### src/design/trial_division_prime_test_defines.svh
// ----------------------------------------------------------------------------
// Assertion macros shared by the trial division prime test modules.
// Each macro expects i_clk and i_rst_n in the scope where it is used.
// ----------------------------------------------------------------------------
`ifndef TRIAL_DIVISION_PRIME_TEST_DEFINES_SVH
`define TRIAL_DIVISION_PRIME_TEST_DEFINES_SVH

// Condition implies property in the same cycle
`define TDP_ASSERT_SAME(lbl, cond, prop) \
    lbl: assert property (@(posedge i_clk) disable iff (!i_rst_n) (cond) |-> (prop)) \
        else $error("tdp same-cycle check failed");

// Condition implies property in the following cycle
`define TDP_ASSERT_NEXT(lbl, cond, prop) \
    lbl: assert property (@(posedge i_clk) disable iff (!i_rst_n) (cond) |=> (prop)) \
        else $error("tdp next-cycle check failed");

`endif

### src/design/tdp_pkg.sv
// ----------------------------------------------------------------------------
// tdp_pkg
// Shared types and constants of the trial division prime test.
// ----------------------------------------------------------------------------
package tdp_pkg;

    // Row grouping register and counter widths
    localparam int GROUP_W = 5;
    localparam int COUNT_W = 4;
    localparam logic [GROUP_W-1:0] GROUP_RESET = 5'd5;
    localparam logic [GROUP_W-1:0] GROUP_MAX   = 5'd16;
    localparam logic [GROUP_W-1:0] GROUP_MIN   = 5'd1;

    // First trial divisor and its square
    localparam int FIRST_DIVISOR = 2;
    localparam int FIRST_SQUARE  = FIRST_DIVISOR * FIRST_DIVISOR;

    // Controller to divide datapath
    typedef struct packed {
        logic load;     // latch candidate, divisor back to first
        logic start;    // begin a remainder run with current divisor
        logic step;     // advance to next divisor and its square
    } t_dp_cmd;

    // Divide datapath to controller
    typedef struct packed {
        logic below_two;  // candidate has no trial divisor at all
        logic sq_gt;      // divisor squared exceeds candidate
        logic div_done;   // remainder unit idle, result valid
        logic rem_zero;   // last remainder is zero
    } t_dp_sts;

    // Controller to row / output stage
    typedef struct packed {
        logic deliver;  // load result word into output register
        logic prime;    // verdict of the finished candidate
    } t_row_cmd;

    // Row / output stage to controller
    typedef struct packed {
        logic out_free;  // output register can take a word this cycle
    } t_row_sts;

endpackage

### src/design/tdp_row.sv
// ----------------------------------------------------------------------------
// tdp_row
// Group size register, prime count of the current row, and the output
// register that holds one result word until the consumer takes it.
// ----------------------------------------------------------------------------
`include "trial_division_prime_test_defines.svh"

module tdp_row (
    input  logic                          i_clk,
    input  logic                          i_rst_n,
    input  logic                          i_cfg_valid,
    output logic                          o_cfg_ready,
    input  logic [tdp_pkg::GROUP_W-1:0]   i_group_size,
    input  tdp_pkg::t_row_cmd             i_cmd,
    output tdp_pkg::t_row_sts             o_sts,
    output logic                          o_valid,
    input  logic                          i_ready,
    output logic                          o_is_prime,
    output logic                          o_row_end
);

    logic [tdp_pkg::GROUP_W-1:0] r_group;
    logic [tdp_pkg::COUNT_W-1:0] r_count;
    logic                        r_valid;
    logic                        r_is_prime;
    logic                        r_row_end;

    logic [tdp_pkg::GROUP_W-1:0] eff_group;
    logic [tdp_pkg::GROUP_W-1:0] next_count;
    logic                        hit;

    // Group size register, always writable
    assign o_cfg_ready = 1'b1;

    always_ff @(posedge i_clk) begin
        if (!i_rst_n) begin
            r_group <= tdp_pkg::GROUP_RESET;
        end else if (i_cfg_valid) begin
            r_group <= i_group_size;
        end
    end

    // Zero acts as one, anything above the maximum saturates
    always_comb begin
        if (r_group == '0) begin
            eff_group = tdp_pkg::GROUP_MIN;
        end else if (r_group > tdp_pkg::GROUP_MAX) begin
            eff_group = tdp_pkg::GROUP_MAX;
        end else begin
            eff_group = r_group;
        end
    end

    assign next_count = {1'b0, r_count} + tdp_pkg::GROUP_W'(1);
    assign hit        = next_count >= eff_group;

    // Row count, advanced only by primes
    always_ff @(posedge i_clk) begin
        if (!i_rst_n) begin
            r_count <= '0;
        end else if (i_cmd.deliver && i_cmd.prime) begin
            r_count <= hit ? '0 : next_count[tdp_pkg::COUNT_W-1:0];
        end
    end

    // Output register
    always_ff @(posedge i_clk) begin
        if (!i_rst_n) begin
            r_valid <= 1'b0;
        end else if (i_cmd.deliver) begin
            r_valid <= 1'b1;
        end else if (i_ready) begin
            r_valid <= 1'b0;
        end
    end

    always_ff @(posedge i_clk) begin
        if (i_cmd.deliver) begin
            r_is_prime <= i_cmd.prime;
            r_row_end  <= i_cmd.prime && hit;
        end
    end

    assign o_sts.out_free = !r_valid || i_ready;
    assign o_valid        = r_valid;
    assign o_is_prime     = r_is_prime;
    assign o_row_end      = r_row_end;

    // Checks
    `TDP_ASSERT_SAME(a_no_overwrite, i_cmd.deliver, o_sts.out_free)
    `TDP_ASSERT_SAME(a_row_end_prime, r_valid && r_row_end, r_is_prime)
    `TDP_ASSERT_NEXT(a_count_hold, i_cmd.deliver && !i_cmd.prime, $stable(r_count))

endmodule

### config.mk
export PLATFORM = sky130hd
export DESIGN_NAME = tdp_row
export DESIGN_NICKNAME = d
export VERILOG_FILES = /design/src/design/tdp_pkg.sv /design/src/design/tdp_row.sv
export VERILOG_INCLUDE_DIRS = /design/src /design/src/design
export SDC_FILE = /design/constraint.sdc
export NUM_CORES = 1
export LEC_CHECK = 0
export BUFFER_PORTS_ARGS = -buffer_cell sky130_fd_sc_hd__buf_2
export CORE_AREA = 2 2 39 41
export CTS_BUF_LIST = sky130_fd_sc_hd__clkbuf_4 sky130_fd_sc_hd__clkbuf_8
export CTS_CLUSTER_SIZE = 28
export DETAILED_ROUTE_END_ITERATION = 7
export DIE_AREA = 0 0 41 43
export PLACE_DENSITY = 0.79
export SYNTH_ARGS = -nofsm -noshare
export SYNTH_HDL_FRONTEND = slang
export SYNTH_SLANG_ARGS = --single-unit
### constraint.sdc
create_clock -name i_clk -period 3.6 [get_ports i_clk]
set_input_delay 0.72 -clock i_clk [delete_from_list [all_inputs] [get_ports i_clk]]
set_output_delay 0.72 -clock i_clk [all_outputs]
set_load 0.01 [all_outputs]
==> impl_metrics.ini, run 1 <==
[logic_synthesis]
synth_top_area_share = 0.3162
yosys.area.top_type = dfxtp_1
synth.area.top_cells = dfxtp_1, ha_1, edfxtp_1
synth_ff_type = dfxtp_1
synth_common_cells = dfxtp_1, ha_1, nand2_1, mux2i_1, nor2b_1
synth_edf_count = 2
avgSynthCellArea_um2 = 10.05
ys_async_sr_fraction = 0
ys_seq_area_frac = 0.4111
synth_cell_types = 27
synth_seq_cells = 12
yosysWarnings = 0
netlist_instances = 63
netlist_area_um2 = 633.1
syn_nets = 80
synth.most_common_cell = dfxtp_1

[sta]
min_period_ns = 1.817
slew_violations = 0
final.setup.tns_ns = 0
finalSetupViolations = 0
hold_violations = 0
finalCritPeriodShare = 0.5048
fmax_mhz = 550.3
skew_ns = 0.002184
rsz0062_at_grt = false

[clocking]
clk_latency_ns = 0.27
tritoncts = built
clk_pin_slew_worst_paths_ns = 0.08
root_buffer = clkbuf_4
clock_sinks = 12
cts_inserted_buffers = 3
cts_resized = 0
htreeDepth = 1
cts_setup_buffers = 0
cts_buffer_depth = 2
hold_buffers = 0

[global_routing]
grt_pass1_wl_um = 1635
overflow = 0
antenna_found_initial = 0
grt_pass1_vias = 426
track_usage = 0.1442
grt_max_degree = 10

[route]
wl_met3_um = 43
drt_iter0_markers = 5
drc = 0
vias = 486
drt_wl_total_um = 1003
met1_length_um = 426
met2_length_um = 499
drtAntennaViolNets = 0
wl_per_cell_um = 10.56
top_layer = met4
viasPerCell = 5.116
firstDrtPassIters = 4

[worst_hold_path]
min_path_cells = 2
hold_start = r_group[0]$_SDFFE_PN1P_
min_to = r_group[0]$_SDFFE_PN1P_
hold_path_class = reg -> reg

[worst_setup_path]
crit_fanout = 2
end_kind = output pin
rrSetupSlack_ns = 1.79
critical_path_class = in -> out
cp.required_ns = 2.88
cp-start-kind = input pin
timing.rr.start = r_count[0]$_SDFFE_PN0P_
r2r_end = o_row_end$_DFFE_PP_
reg2reg_depth = 7
critical_path_arrival_ns = 1.10

[die]
rows = 14
die_x_um = 41
die-height_um = 43
pin_count = 16
dieArea_um2 = 1763
start_util = 0.4575
core_um2 = 1384

[finish]
area_growth_pct = 16.40
final_cells = 95
fin_area_um2 = 737.0
drive_above_1_share = 0.2658
final_nets = 97
antenna_cells = 0

[pwr]
power_switching_share = 0.2629
vdd_drop_max_v = 0.0002540
p_switching_uw = 73.25
seq_power_share = 0.531
power.leakage_uw = 0.0003496
power.density_nw_per_um2 = 378.1
p_int_uw = 205.4
clkPwrFrac = 0.309
comb_power_share = 0.160
total_power_uw = 278.7

[placed_design]
place_inst = 91
placed_area_um2 = 710.7
io_buffer_count = 14
gp_congestion = 0.7440

[flow_run]
cap_violations = 0

[status]
status = completed
layer usage:
metal  track usage  vias up
met5             0        -
met4        0.1200        0
met3       0.04712        4
met2        0.2031       11
met1        0.1667      221
li1              -      250
per-stage QoR:
step	setup WS, ns	utilization	hold slack, ns
after global routing	1.661	0.5326	0.5275
after floorplan	1.957	-	0.4409
after detailed placement	1.787	0.5136	0.4795
after global placement	1.803	0.5136	0.4606
after CTS	1.785	0.5326	0.4991
final	1.783	0.5326	0.5009
area by class of cell:
class / instances / area (µm²)
fill: 121 / 646.9
multi-input combinational: 46 / 349.1
sequential: 12 / 260.3
timing repair buffer: 14 / 70.07
clock buffer: 3 / 22.52
tap: 16 / 20.02
inverter: 3 / 11.26
clock inverter: 1 / 3.754
power groups by stage:
| stage | clock, µW | combinational (µW) | sequential [µW] |
|---|---|---|---|
| after floorplan | 0 | 31.1 | 152 |
| final | 86.1 | 44.6 | 148 |
| after global placement | 0 | 43.6 | 151 |
| after global routing | 92.6 | 49.5 | 149 |
| after detailed placement | 0 | 45.2 | 151 |
| after CTS | 87.1 | 45.3 | 148 |
sequential cells by signal, indices dropped and copies added, names as in the netlist:
name and flops:
r_group 5, r_count 4, o_is_prime 1, o_row_end 1, o_valid 1
kinds of logic (layout without fill, tap and decap cells):
logic type	after synthesis	after routing	share of synthesized area
simple gates	22	22	0.1976
fa+ha+maj	6	6	0.1186
flops	12	12	0.4111
buf+inv	5	21	0.03754
other cells	1	1	0.005923
compound gates	10	10	0.1226
xor+xnor	2	2	0.02767
mux	5	5	0.07905
how the worst max path moves through the flow:
stage	start	end	slack (ns)	depth (start not counted)
6_report	i_ready	o_sts	1.78	3
5_1_grt	r_count[0]$_SDFFE_PN0P_	o_row_end$_DFFE_PP_	1.66	7
4_1_cts	i_ready	o_sts	1.79	3
3_5_place_dp	i_ready	o_sts	1.79	3
3_3_place_gp	i_ready	o_sts	1.80	3
2_1_floorplan	r_count[0]$_SDFFE_PN0P_	r_count[2]$_SDFFE_PN0P_	1.96	6
cell usage in the layout, fill, tap and decap left out, types with 2 or more instances in the layout:
master    instances
nand2_1           6
nor2_1            3
nor2b_1           4
inv_1             3
nand3_1           2
mux2i_1           5
a21oi_1           2
clkbuf_4          3
ha_1              6
dfxtp_1          10
buf_2            14
edfxtp_1          2
a32o_1            3
and3_1            2
worst max-delay path: stages:
cell	delay (ns)
buf_2	0.09
nand2b_1	0.14
buf_2	0.14
No activity file was read; power rests on OpenSTA's default activity.
==> inputs of run 2 (changes only) <==
==> constraint.sdc (replaced) <==
create_clock -name i_clk -period 1.8 [get_ports i_clk]
set_input_delay 0.36 -clock i_clk [delete_from_list [all_inputs] [get_ports i_clk]]
set_output_delay 0.36 -clock i_clk [all_outputs]
set_load 0.01 [all_outputs]
==> impl_metrics.ini, run 2 (synthesis results as in run 1) <==
[placed_design]
gp_congestion = 0.8553
placed_area_um2 = 710.7
io_buffer_count = 14
place_inst = 91
pre_cts_slack_ns = 0.03516
hpwl_um = 890.1

[clocking]
clk_latency_ns = 0.28
clock_sinks = 12
htreeDepth = 1
cts_inserted_buffers = 3
cts_buffer_depth = 2
root_buffer = clkbuf_4
tritoncts = built
clk_pin_slew_worst_paths_ns = 0.08

[pwr]
vdd_drop_max_v = 0.0003354
power.leakage_uw = 0.0003538
total_power_uw = 560.9
power.density_nw_per_um2 = 745.9

[die]
die-height_um = 43
rows = 14
die_x_um = 41
pin_count = 16
core_um2 = 1384
dieArea_um2 = 1763
start_util = 0.4575

[worst_setup_path]
critical_path_class = reg -> reg
crit_fanout = 4
cp.required_ns = 1.83
crit_start = r_count[1]$_SDFFE_PN0P_
r2r_end = o_row_end$_DFFE_PP_
cp-start-kind = flop
rrSetupSlack_ns = 0.09
timing.rr.start = r_count[1]$_SDFFE_PN0P_
reg2reg_depth = 7
end_kind = flop
crit_path_end = o_row_end$_DFFE_PP_
critical_path_arrival_ns = 1.75

[finish]
largest_register_ffs = 5
area_growth_pct = 18.77
max_flop_register = r_group
final_common_cell = buf_2
multi_input_area_um2 = 355.3
final_nets = 98
antenna_cells = 0
drive_above_1_share = 0.3125
seq_area_um2 = 261.5
fin_area_um2 = 752.0
layout_common_cells = buf_2, dfxtp_1, nand2_1
reg_top3 = r_group x5, r_count x4
fillers = 130
final_cells = 96

[sta]
min_period_ns = 1.713
hold_violations = 0
finalCritPeriodShare = 0.9518
final.setup.tns_ns = 0
slew_violations = 0
fmax_mhz = 583.7
setup_slack_ns = 0.08680
skew_ns = 0.005026
finalSetupViolations = 0

[route]
drtAntennaViolNets = 0
drc = 0
firstDrtPassIters = 3
wl_per_cell_um = 11.54
drt_iter0_markers = 1
vias = 495
viasPerCell = 5.156
drt_wl_total_um = 1108

[global_routing]
grt_pass1_wl_um = 1814
track_usage = 0.1542
antenna_found_initial = 0
grt_pass1_vias = 463
grt_max_degree = 10
overflow = 0

[status]
status = completed

[flow_run]
cap_violations = 0

[worst_hold_path]
hold_path_class = in -> reg
hold_start = i_cmd[0]
-- run 2: power by group --
group	total [µW]	leakage [µW]	internal (µW)	switching, µW
sequential	296	0.000103	288	8.83
clock	173	0.0000154	80.4	92.9
combinational	91.2	0.000236	44.2	46.9
-- run 2: area by class of cell --
type	count	area share
Clock inverter	1	0.004992
Clock buffer	3	0.02995
Multi-Input combinational cell	46	0.4725
Sequential cell	12	0.3478
Tap cell	16	0.02662
Timing Repair Buffer	15	0.1032
Inverter	3	0.01498
-- run 2: how the worst min path moves through the flow --
stage	endpoint	slack (ns)	cells past startpoint
2_1_floorplan	r_group[0]$_SDFFE_PN1P_	0.42	1
3_3_place_gp	r_group[0]$_SDFFE_PN1P_	0.46	2
3_5_place_dp	r_group[0]$_SDFFE_PN1P_	0.47	2
4_1_cts	o_is_prime$_DFFE_PP_	0.29	1
5_1_grt	o_is_prime$_DFFE_PP_	0.28	1
6_report	o_is_prime$_DFFE_PP_	0.28	1
-- run 2: metrics by stage --
| stage | util | hold WS, ns |
|---|---|---|
| after floorplan | - | 0.4219 |
| after detailed placement | 0.5136 | 0.4679 |
| after global placement | 0.5136 | 0.4575 |
| final | 0.5434 | 0.2822 |
| after global routing | 0.5434 | 0.2786 |
| after CTS | 0.5326 | 0.2854 |
-- run 2: repair_timing --
item / 4_1_cts / 5_1_grt
endpoints found under the setup margin: 0 / 5
buffers inserted: 0 / 1
hold buffers: 0 / 0
resized for setup: 0 / 3
-- run 2: routing by layer --
layer | up-vias | share of wire | global-route usage
met4 | 0 | 0.014 | 0.08000
met1 | 225 | 0.46 | 0.1922
met3 | 4 | 0.042 | 0.06283
li1 | 254 | - | -
met5 | - | 0 | 0
met2 | 12 | 0.48 | 0.2188
-- run 2: critical path: stages, from the launching register on --
cell and delay (ns):
dfxtp_1 0.36, ha_2 0.20, xor2_1 0.21, ha_1 0.28, a21oi_1 0.18, o21ai_2 0.09
nand3_2 0.09, a21boi_1 0.07
